`config.mk`:
```
export PLATFORM = sky130hd
export DESIGN_NAME = bpvs_sqrt
export DESIGN_NICKNAME = d
export VERILOG_FILES = /design/src/rtl/bpvs_pkg.sv /design/src/rtl/bpvs_sqrt.sv
export SDC_FILE = /design/constraint.sdc
export NUM_CORES = 2
export LEC_CHECK = 0
export BUFFER_PORTS_ARGS = -buffer_cell sky130_fd_sc_hd__buf_2
export CORE_MARGIN = 2
export CORE_UTILIZATION = 35
export DETAILED_ROUTE_END_ITERATION = 12
export PLACE_DENSITY = 0.55
export REMOVE_ABC_BUFFERS = 1
export SLEW_MARGIN = 20
export SYNTH_ARGS = -nofsm -noshare
export SYNTH_HDL_FRONTEND = slang
export SYNTH_SLANG_ARGS = --single-unit
export TNS_END_PERCENT = 30
```
`constraint.sdc`:
```
create_clock -name clk_i -period 4.62 [get_ports clk_i]
set_input_delay 1.155 -clock clk_i [delete_from_list [all_inputs] [get_ports clk_i]]
set_output_delay 1.155 -clock clk_i [all_outputs]
set_load 0.05 [all_outputs]
```
`src/rtl/bpvs_pkg.sv`:
```
// Shared types and constants of the Blinn-Phong vertex shader.
// Holds the word structs, configuration layout and pipeline sidebands.
// No dependencies.
package bpvs_pkg;

  localparam int SqSteps  = 25;
  localparam int DivSteps = 30;
  localparam int RadW     = 50;
  localparam int NumW     = 55;

  localparam logic [33:0] HalfMinLen2 = 34'd268;
  localparam logic [29:0] NdothMax    = 30'd671088640;

  typedef enum logic [2:0] {
    REG_AMBIENT  = 3'd0,
    REG_DIFFUSE  = 3'd1,
    REG_LIGHT_X  = 3'd2,
    REG_LIGHT_Y  = 3'd3,
    REG_LIGHT_Z  = 3'd4,
    REG_SPEC     = 3'd5
  } reg_idx_e;

  typedef struct packed {
    logic signed [15:0] normal_x;
    logic signed [15:0] normal_y;
    logic signed [15:0] normal_z;
    logic signed [15:0] view_x;
    logic signed [15:0] view_y;
    logic signed [15:0] view_z;
  } in_word_t;

  typedef struct packed {
    logic [7:0] red;
    logic [7:0] green;
    logic [7:0] blue;
  } out_word_t;

  typedef struct packed {
    logic [35:0]        ambient_rgb;
    logic [35:0]        diffuse_rgb;
    logic signed [15:0] light_dir_x;
    logic signed [15:0] light_dir_y;
    logic signed [15:0] light_dir_z;
    logic [10:0]        specular_gain;
  } cfg_t;

  // carried beside the square root
  typedef struct packed {
    logic        spec_en;
    logic [31:0] ndotl;
    logic [32:0] ndoth;
  } sq_side_t;

  // carried beside the divider and the back end
  typedef struct packed {
    logic        spec_en;
    logic [31:0] ndotl;
  } dv_side_t;

endpackage

```
`src/rtl/bpvs_sqrt.sv`:
```
// Pipelined integer square root, one result bit per stage.
// Depends on bpvs_pkg.
module bpvs_sqrt import bpvs_pkg::*; (
  input  logic            clk_i,
  input  logic            rst_ni,
  input  logic            en_i,
  input  logic            valid_i,
  input  logic [RadW-1:0] rad_i,
  input  sq_side_t        side_i,
  output logic            valid_o,
  output logic [SqSteps-1:0] root_o,
  output sq_side_t        side_o
);

  logic [SqSteps-1:0] vld_q;
  logic [RadW-1:0]    rem_q  [SqSteps];
  logic [SqSteps-1:0] root_q [SqSteps];
  sq_side_t           side_q [SqSteps];

  for (genvar k = 0; k < SqSteps; k++) begin : g_st
    localparam int Bit = SqSteps - 1 - k;
    logic [RadW-1:0]    rin;
    logic [SqSteps-1:0] qin;
    logic               vin;
    sq_side_t           sin;
    logic [RadW:0]      trial;
    logic [RadW:0]      diff;
    logic               take;

    if (k == 0) begin : g_first
      assign rin = rad_i;
      assign qin = '0;
      assign vin = valid_i;
      assign sin = side_i;
    end else begin : g_next
      assign rin = rem_q[k-1];
      assign qin = root_q[k-1];
      assign vin = vld_q[k-1];
      assign sin = side_q[k-1];
    end

    assign trial = ((RadW+1)'(qin) << (Bit + 1)) | ((RadW+1)'(1) << (2 * Bit));
    assign take  = {1'b0, rin} >= trial;
    assign diff  = {1'b0, rin} - trial;

    always_ff @(posedge clk_i or negedge rst_ni) begin
      if (!rst_ni) begin
        vld_q[k] <= 1'b0;
      end else if (en_i) begin
        vld_q[k] <= vin;
      end
    end

    always_ff @(posedge clk_i) begin
      if (en_i) begin
        rem_q[k]  <= take ? diff[RadW-1:0] : rin;
        root_q[k] <= take ? (qin | (SqSteps'(1) << Bit)) : qin;
        side_q[k] <= sin;
      end
    end
  end

  assign valid_o = vld_q[SqSteps-1];
  assign root_o  = root_q[SqSteps-1];
  assign side_o  = side_q[SqSteps-1];

endmodule

```
==> run metrics <==
async set-reset flop share out of synthesis 0.781%; Clock Tree Root clkbuf_16; mux contribution to synthesized area less than 1%; total power just over 70000 uW; Leakage 0.0503 uW; Post-route DRC 0; Synth Area in Compound Gates ~5.3%; hold_buf cts 0; critical path arrival 4.74 ns; I/O Buffers 211; CTS tree yes; Ys Warns 0; initial DRC count 3761; CTS-repair resized insts 0; Via density 4.74; Post-Synth Simple-Gate Area 7.15%; GRT Resource Usage Total 11.8%; total die area 357000 sq um; first-pass GRT wire length 340000 um; Max IR drop VDD 0.407 mV; top post-synthesis cells by area edfxtp_1 77%, ha_1 3.5%, xor2_1 1.9%, xnor2_1 1.8%, inv_1 1.3%; Hold Crit Class in2async; PD cells roughly 500 nW/um^2; nets 8449; min cycle time layout 4.13 ns; outcome finished clean; largest family of logic cells by synthesized area simple AND/OR/NAND/NOR gates; Clk pin slew, worst setup/hold paths 0.06 ns; number of synthesized flops with an enable pin ~3.2k; CTS Buf Count 344; post-synthesis cell area 123000 sq um; largest area contributor in the netlist edfxtp_1; measured slew at the worst slew-check pin 1.04 ns; clock sink total 3200; adder-cell area share of the yosys netlist about 3.5%; clk_lat worst skew between 0.9 and 1 ns; core box area 350000 sq um; Final HPWL DP about 140000 um; ANT nets after route 0; worst-path fanout max 15; Final period util around 90%; Initial Utilization 35.2%; CP endpoint kind register; deepest clock path buffer count 4; skew final roughly 0.10 ns; Chip Width 597 um; CP Data Required Time 5.23 ns; CTS H-tree lvls 5; top_reg_cell synth edfxtp_1; RSZ-0062 raised after global routing no; row cnt 217; max cap viols 0; Hold Vio Cnt, Final 0; vias in the first global route roughly 63k; gr ovfl total 0; I/O pins 212; initial antenna violation count 6; FF-to-FF Start rem_q[1][286]$_DFFE_PP_; register area share after synthesis 77.9%; routability cong. a little under 0.9; Finish-stage setup viols 0; final core utilization 40.5%; Final Cell Area 142000 sq um; DRT Pass-1 Iters 5; via count ~60k; fin. max-slew vios 0; synthesized instance count 7427; most common cell in the netlist edfxtp_1; setup_tns 0 ns; Slew HR 30.3%; die height roughly 600 um; Crit. Startpoint rem_q[1][286]$_DFFE_PP_; Post-Route WL 215000 um; most frequent cells after synthesis 3175 x edfxtp_1, 429 x inv_1, 367 x nand2_1; CP Launch Type register; Post-CTS Setup Inserts 0; WL/cell 16.7 um; Distinct cells, synth 93; Syn-to-layout area delta 15.2%; Max Freq between 200 and 250 MHz; pin count of the biggest net entering global routing 164; Avg Inst Size Synth 16.6 sq um; fraction of layout cells with a size suffix above 1 between 10% and 20%; Placed Instance Area 131000 sq um; post-synth top area share 77.4%; Fillers 31.2k; XOR/XNOR share of the synthesized area 3.71%; Setup Crit Path Kind reg2reg; synthesis-stage register bit count roughly 3.2k
==> worst max-delay path, cell delays in order (launching register included) <==
cell and delay (ns):
edfxtp_1 0.47, nor4_1 0.52, nand3_1 0.24, or4b_1 0.53, or3_1 0.39, nor3_2 0.84
inv_1 0.39, buf_4 0.31, nor2_1 0.12, a21oi_1 0.05
==> routing by layer <==
layer  GRT usage, %  routed length (um)  up-vias
li1               -                   -    29687
met1           13.7               86700    29516
met2           21.4              110000     1237
met3           2.25                9190      520
met4           4.92                8750        0
met5              0                   0        -
==> layout make-up <==
cell class	instances	area [sq um]	share of cell area (%)
clock buffer	433	9100	6.41
clock inverter	189	1920	1.35
antenna	2	5.00	0.00353
multi-input combinational	3686	25200	17.8
inverter	433	1630	1.15
tap	4599	5750	4.06
sequential	3200	96000	67.6
timing repair buffer	318	2300	1.62
==> state kept, by name (all words and copies together) (netlist names) <==
name	flops
g_st.vin	24
rem_q	1200
root_q	325
side_q	1650
valid_o	1
==> report_power, final <==
group | switching (uW) | internal (uW)
combinational | 4760 | 3100
sequential | 1510 | 35200
clock | 11000 | 15600
==> cells in the final DEF (no fill, tap or decap), types with 31 or more instances in the layout <==
| cell | n |
|---|---|
| edfxtp_1 | 3175 |
| inv_1 | 429 |
| nand2_1 | 367 |
| clkbuf_16 | 351 |
| ha_1 | 346 |
| nor2_1 | 343 |
| a21oi_1 | 313 |
| o21ai_0 | 312 |
| xor2_1 | 266 |
| xnor2_1 | 256 |
| buf_2 | 210 |
| nor4_1 | 209 |
| nor3_1 | 149 |
| nand4_1 | 99 |
| nand3_1 | 98 |
| a21o_1 | 81 |
| clkbuf_1 | 81 |
| buf_4 | 73 |
| clkinv_1 | 68 |
| mux2_2 | 65 |
| or3_1 | 64 |
| nand2b_1 | 63 |
| o21a_1 | 58 |
| clkinv_2 | 48 |
| nor2b_1 | 44 |
| or4_1 | 44 |
| nor4b_1 | 37 |
| o31ai_1 | 35 |
| buf_12 | 35 |
| a211oi_1 | 31 |
| o21bai_1 | 31 |
==> path summary, 6_finish.rpt <==
path,endpoint,slack [ns],depth (start not counted)
setup / recovery,rem_q[1][329]$_DFFE_PP_,0.49,9
max in group asynchronous,g_st[3].vin$_DFFE_PN0P_,3.99,1
setup reg to reg,rem_q[1][329]$_DFFE_PP_,0.49,9
min in group clk_i,side_q[1][144]$_DFFE_PP_,0.38,0
hold reg to reg,side_q[1][144]$_DFFE_PP_,0.38,0
hold / removal,g_st[24].vin$_DFFE_PN0P_,0.26,1
==> through the flow <==
step                std cells  hold slack, ns  setup WS (ns)
floorplan                7319           0.400          0.217
detailed placement      12236           0.405          0.521
global route            12859           0.216          0.154
CTS                     12858           0.167          0.455
global placement        12236           0.400          0.407
finish                  12860           0.258          0.494
==> logic make-up (layout without fill, tap and decap cells) <==
logic type,count (synthesis),count (layout)
XOR/XNOR,522,522
flip-flops,3200,3200
adder cells (fa/ha/maj),346,346
AND/OR/NAND/NOR,1678,1678
other,0,2
buffers and inverters,541,1373
multiplexers,77,77
AO/OA/AOI/OAI,1063,1063
Note: power is estimated with default switching activity, not from simulation.
