[config.mk]
export PLATFORM = sky130hd
export DESIGN_NAME = bpvs_div
export DESIGN_NICKNAME = d
export VERILOG_FILES = /design/src/rtl/bpvs_pkg.sv /design/src/rtl/bpvs_div.sv
export SDC_FILE = /design/constraint.sdc
export NUM_CORES = 2
export LEC_CHECK = 0
export BUFFER_PORTS_ARGS = -buffer_cell sky130_fd_sc_hd__buf_2
export CAP_MARGIN = 0
export CORE_MARGIN = 2
export CORE_UTILIZATION = 44
export DETAILED_ROUTE_END_ITERATION = 10
export PLACE_DENSITY = 0.67
export SYNTH_ARGS = -nofsm -noshare
export SYNTH_HDL_FRONTEND = slang
export SYNTH_MEMORY_MAX_BITS = 65536
export SYNTH_SLANG_ARGS = --single-unit
[constraint.sdc]
create_clock -name clk_i -period 4.9 [get_ports clk_i]
set_input_delay 0.98 -clock clk_i [delete_from_list [all_inputs] [get_ports clk_i]]
set_output_delay 0.98 -clock clk_i [all_outputs]
set_load 0.02 [all_outputs]
[src/rtl/bpvs_pkg.sv]
// Shared types and constants of the Blinn-Phong vertex shader.
// Holds the word structs, configuration layout and pipeline sidebands.
// No dependencies.
package bpvs_pkg;

  localparam int SqSteps  = 25;
  localparam int DivSteps = 30;
  localparam int RadW     = 50;
  localparam int NumW     = 55;

  localparam logic [33:0] HalfMinLen2 = 34'd268;
  localparam logic [29:0] NdothMax    = 30'd671088640;

  typedef enum logic [2:0] {
    REG_AMBIENT  = 3'd0,
    REG_DIFFUSE  = 3'd1,
    REG_LIGHT_X  = 3'd2,
    REG_LIGHT_Y  = 3'd3,
    REG_LIGHT_Z  = 3'd4,
    REG_SPEC     = 3'd5
  } reg_idx_e;

  typedef struct packed {
    logic signed [15:0] normal_x;
    logic signed [15:0] normal_y;
    logic signed [15:0] normal_z;
    logic signed [15:0] view_x;
    logic signed [15:0] view_y;
    logic signed [15:0] view_z;
  } in_word_t;

  typedef struct packed {
    logic [7:0] red;
    logic [7:0] green;
    logic [7:0] blue;
  } out_word_t;

  typedef struct packed {
    logic [35:0]        ambient_rgb;
    logic [35:0]        diffuse_rgb;
    logic signed [15:0] light_dir_x;
    logic signed [15:0] light_dir_y;
    logic signed [15:0] light_dir_z;
    logic [10:0]        specular_gain;
  } cfg_t;

  // carried beside the square root
  typedef struct packed {
    logic        spec_en;
    logic [31:0] ndotl;
    logic [32:0] ndoth;
  } sq_side_t;

  // carried beside the divider and the back end
  typedef struct packed {
    logic        spec_en;
    logic [31:0] ndotl;
  } dv_side_t;

endpackage

[src/rtl/bpvs_div.sv]
// Pipelined restoring divider for N.H: overflow stage, then one quotient bit per stage.
// Depends on bpvs_pkg.
module bpvs_div import bpvs_pkg::*; (
  input  logic               clk_i,
  input  logic               rst_ni,
  input  logic               en_i,
  input  logic               valid_i,
  input  logic [SqSteps-1:0] root_i,
  input  sq_side_t           side_i,
  output logic               valid_o,
  output logic [DivSteps-1:0] quot_o,
  output logic               ovf_o,
  output dv_side_t           side_o
);

  logic [DivSteps:0]    vld_q;
  logic [NumW-1:0]      rem_q  [DivSteps+1];
  logic [SqSteps-1:0]   dvs_q  [DivSteps+1];
  logic [DivSteps-1:0]  quot_q [DivSteps+1];
  logic                 ovf_q  [DivSteps+1];
  dv_side_t             side_q [DivSteps+1];
  logic [NumW-1:0]      num;

  assign num = {side_i.ndoth, 22'd0};

  always_ff @(posedge clk_i or negedge rst_ni) begin
    if (!rst_ni) begin
      vld_q[0] <= 1'b0;
    end else if (en_i) begin
      vld_q[0] <= valid_i;
    end
  end

  always_ff @(posedge clk_i) begin
    if (en_i) begin
      rem_q[0]  <= num;
      dvs_q[0]  <= root_i;
      quot_q[0] <= '0;
      ovf_q[0]  <= num >= {root_i, {DivSteps{1'b0}}};
      side_q[0] <= '{spec_en: side_i.spec_en, ndotl: side_i.ndotl};
    end
  end

  for (genvar k = 0; k < DivSteps; k++) begin : g_st
    localparam int Bit = DivSteps - 1 - k;
    logic [NumW-1:0] trial;
    logic            take;

    assign trial = NumW'(dvs_q[k]) << Bit;
    assign take  = rem_q[k] >= trial;

    always_ff @(posedge clk_i or negedge rst_ni) begin
      if (!rst_ni) begin
        vld_q[k+1] <= 1'b0;
      end else if (en_i) begin
        vld_q[k+1] <= vld_q[k];
      end
    end

    always_ff @(posedge clk_i) begin
      if (en_i) begin
        rem_q[k+1]  <= take ? rem_q[k] - trial : rem_q[k];
        quot_q[k+1] <= take ? (quot_q[k] | (DivSteps'(1) << Bit)) : quot_q[k];
        dvs_q[k+1]  <= dvs_q[k];
        ovf_q[k+1]  <= ovf_q[k];
        side_q[k+1] <= side_q[k];
      end
    end
  end

  assign valid_o = vld_q[DivSteps];
  assign quot_o  = quot_q[DivSteps];
  assign ovf_o   = ovf_q[DivSteps];
  assign side_o  = side_q[DivSteps];

endmodule

==> out/results.ini <==
[timing]
setup_viol_count_final=0
maxSlewHeadroom_pct=30.4
worst-slew-pin-transition_ps=1030
finalCritPeriodShare_pct=87.0
setup_tns_ps=0
period_minus_slack_ps=4260
rsz0062_at_grt=false
hold_viol_final=0
fmax_mhz=235
clock-skew-final_ps=91.9
report.final.slew_viol_count=0

[worst_setup_path]
cp-end-kind=flip-flop
setup.worst_path.class=flip-flop to flip-flop
cp.arrival_ps=4910
critPathRequiredTime_ps=5550
critPathMaxFanout=10
start_kind=flip-flop

[clock_network]
cts_max_level=5
cts_hold_buf=0
cts_sinks=3521
cts_setup_buffers=0
numCtsBuffers=373
insertion_delay_ps=950
cts.clk_slew.worst_paths_ps=60
postCtsResizedCells=0
cts.path.max_buffers=4
cts_root_buf=clkbuf_16
tritoncts=yes

[synth]
synth_edf_count=3490
synth.yosys.seq_area_share_pct=64.7
yosys_warnings=0
synthFlopType=edfxtp_1
synth-seq-cells=3521
syn_area_mm2=0.163
synth_cell_type_count=96
synth_nets=13400
async_flop_share_pct=0.880
synth_cells=12500
postSynthAreaPerCell_um2=13.0

[floorplan]
core_mm2=0.369
initial_core_util_pct=44.2
dieHeight_um=613
io_pins=160
placementRows=223
fp.dieW_um=613
die-area_mm2=0.376

[routing]
vias=96100
met3RoutedLength_um=15900
wire_per_inst_um=18.0
drtIter0Drc=6967
wl_met2_um=162000
wl_um=328000
route.detailed.drc=0
dr.pass1.iters=6
post_drt_via_cell_ratio=5.28
top_layer_used=met5
drtAntennaViolNets=0
met1_length_um=136000

[pwr]
irDropWorstVdd_v=0.000325
p_switching_uw=32700
clkPwrFrac_pct=27.9
seqPwrFrac_pct=42.7
powerDensity_mw_per_mm2=559
comb_power_share_pct=29.4
intPower_uw=69700
switching_share_pct=31.9
p_leak_uw=0.0687

[layout]
nNetsFinal=13800
n_fill_cell=31800
final_area_mm2=0.183
syn_to_final_growth_pct=12.3
drive_above_1_share_pct=8.56

[flow_run]
maxCapViolCount=0

[placement]
gp_congestion=0.920
placed_cell_area_mm2=0.171
dp.final_hpwl_um=238000
port_buffers=159

[global_routing]
grt_overflow_total=0
antenna_found_initial=9
grt_pass1_vias=94400
grt_first_pass_wirelength_um=513000
grt_max_degree=160
track_usage_pct=17.1

[hold_path]
hold_path_class=input pin to asynchronous set/reset pin

[status]
status=finished clean

-- state kept, by name, indices dropped and copies added, names as in the netlist --
register,count
rem_q,1221
side_q,1023
dvs_q,750
quot_q,465
ovf_q,31
vld_q,30
valid_o,1
-- Yosys cell counts (all sizes together), types with 78 or more instances --
master | n | area [um^2]
nand4 | 148 | 926
nand2 | 805 | 3020
nand3 | 186 | 931
edfxtp | 3490 | 105000
nor3 | 232 | 1160
or3 | 101 | 632
buf | 78 | 442
mux2 | 146 | 1640
a21oi | 886 | 4430
nor2b | 113 | 707
nor2 | 794 | 2980
nor4 | 160 | 1010
xor2 | 505 | 4420
o21a | 115 | 863
ha | 774 | 9680
o21bai | 93 | 702
inv | 993 | 3730
xnor2 | 511 | 4480
nand2b | 152 | 951
clkbuf | 214 | 803
o21ai | 676 | 3390
a211oi | 81 | 608
a21o | 359 | 2700
-- per-layer routing --
layer | track usage (%) | up-vias
li1 | - | 47300
met1 | 20.8 | 45900
met2 | 30.0 | 2207
met3 | 2.76 | 720
met4 | 7.34 | 2
met5 | 0 | -
-- path summary, 6_finish.rpt --
path | start | to | slack, ps | cells past startpoint
min in group clk_i | root_i[14] | dvs_q[0][14] | 220 | 1
worst max register to register | rem_q[1][521] | rem_q[1][598] | 640 | 11
worst min-delay path | rst_ni | vld_q[29] | 80 | 1
max in group asynchronous | rst_ni | vld_q[10] | 4370 | 1
worst max-delay path | rem_q[1][521] | rem_q[1][598] | 640 | 11
worst min register to register | side_q[0][123] | side_q[0][156] | 370 | 0
-- metrics by stage --
step | utilization [%] | std cells | setup slack [ps] | hold slack, ps | total power [uW]
after floorplan | - | 12500 | 1320 | 400 | 65200
after CTS | 49.6 | 18200 | 577 | 11.3 | 103000
after global placement | 46.2 | 17500 | 563 | 400 | 73800
after global routing | 49.6 | 18200 | 365 | 92.7 | 108000
after detailed placement | 46.2 | 17500 | 554 | 405 | 74000
final | 49.7 | 18200 | 638 | 78.0 | 102000
-- area by class of cell --
class                   instances  area (um^2)  share of cell area (%)
inverters                     995         3730                    2.04
diodes                         11         27.5                  0.0150
flip-flops and latches       3521       106000                    57.6
multi-input cells            7720        52700                    28.8
clock inverters               254         2900                    1.58
repair buffers                307         2330                    1.27
well taps                    4950         6190                    3.38
clock buffers                 434         9650                    5.27
-- cell families after synthesis --
logic type | count (synthesis) | share of synthesized area, %
AO/OA/AOI/OAI | 2693 | 10.2
XOR/XNOR | 1016 | 5.46
adder cells (fa/ha/maj) | 803 | 6.29
buffers and inverters | 1287 | 3.05
flip-flops | 3521 | 64.7
multiplexers | 151 | 1.04
AND/OR/NAND/NOR | 3057 | 9.21
-- power groups by stage --
| stage | clock, uW | sequential (uW) | combinational [uW] |
|---|---|---|---|
| after CTS | 29500 | 43600 | 30000 |
| after global routing | 30600 | 44200 | 33500 |
| after global placement | 0 | 44200 | 29600 |
| after detailed placement | 0 | 44200 | 29800 |
| final | 28600 | 43700 | 30100 |
| after floorplan | 0 | 42500 | 22700 |
-- layout by cell type (no fill, tap or decap), types with 101 or more instances in the layout --
master	Yosys	layout
or3_1	101	101
a21o_1	359	359
nor2b_1	113	112
nor4_1	158	158
nand3_1	186	186
nor2_1	794	793
o21a_1	115	115
nand2b_1	152	152
inv_1	990	990
buf_4	35	115
o21ai_0	670	669
edfxtp_1	3490	3490
nor3_1	232	232
mux2_2	146	146
xor2_1	505	505
clkbuf_16	0	377
nand4_1	148	148
ha_1	774	774
xnor2_1	511	511
a21oi_1	886	883
nand2_1	805	805
buf_2	14	158
-- critical path, cell delays in order, from the launching register on --
cell and delay [ps]:
edfxtp_1 410, ha_1 450, and4_1 280, nand3_1 200, or3_1 470, o41ai_1 680, nor3_1 190, o21ai_4 110
nor3b_1 440, nand2b_1 330, nor4_1 320, xor2_1 110
Note: power is estimated with default switching activity, not from simulation.
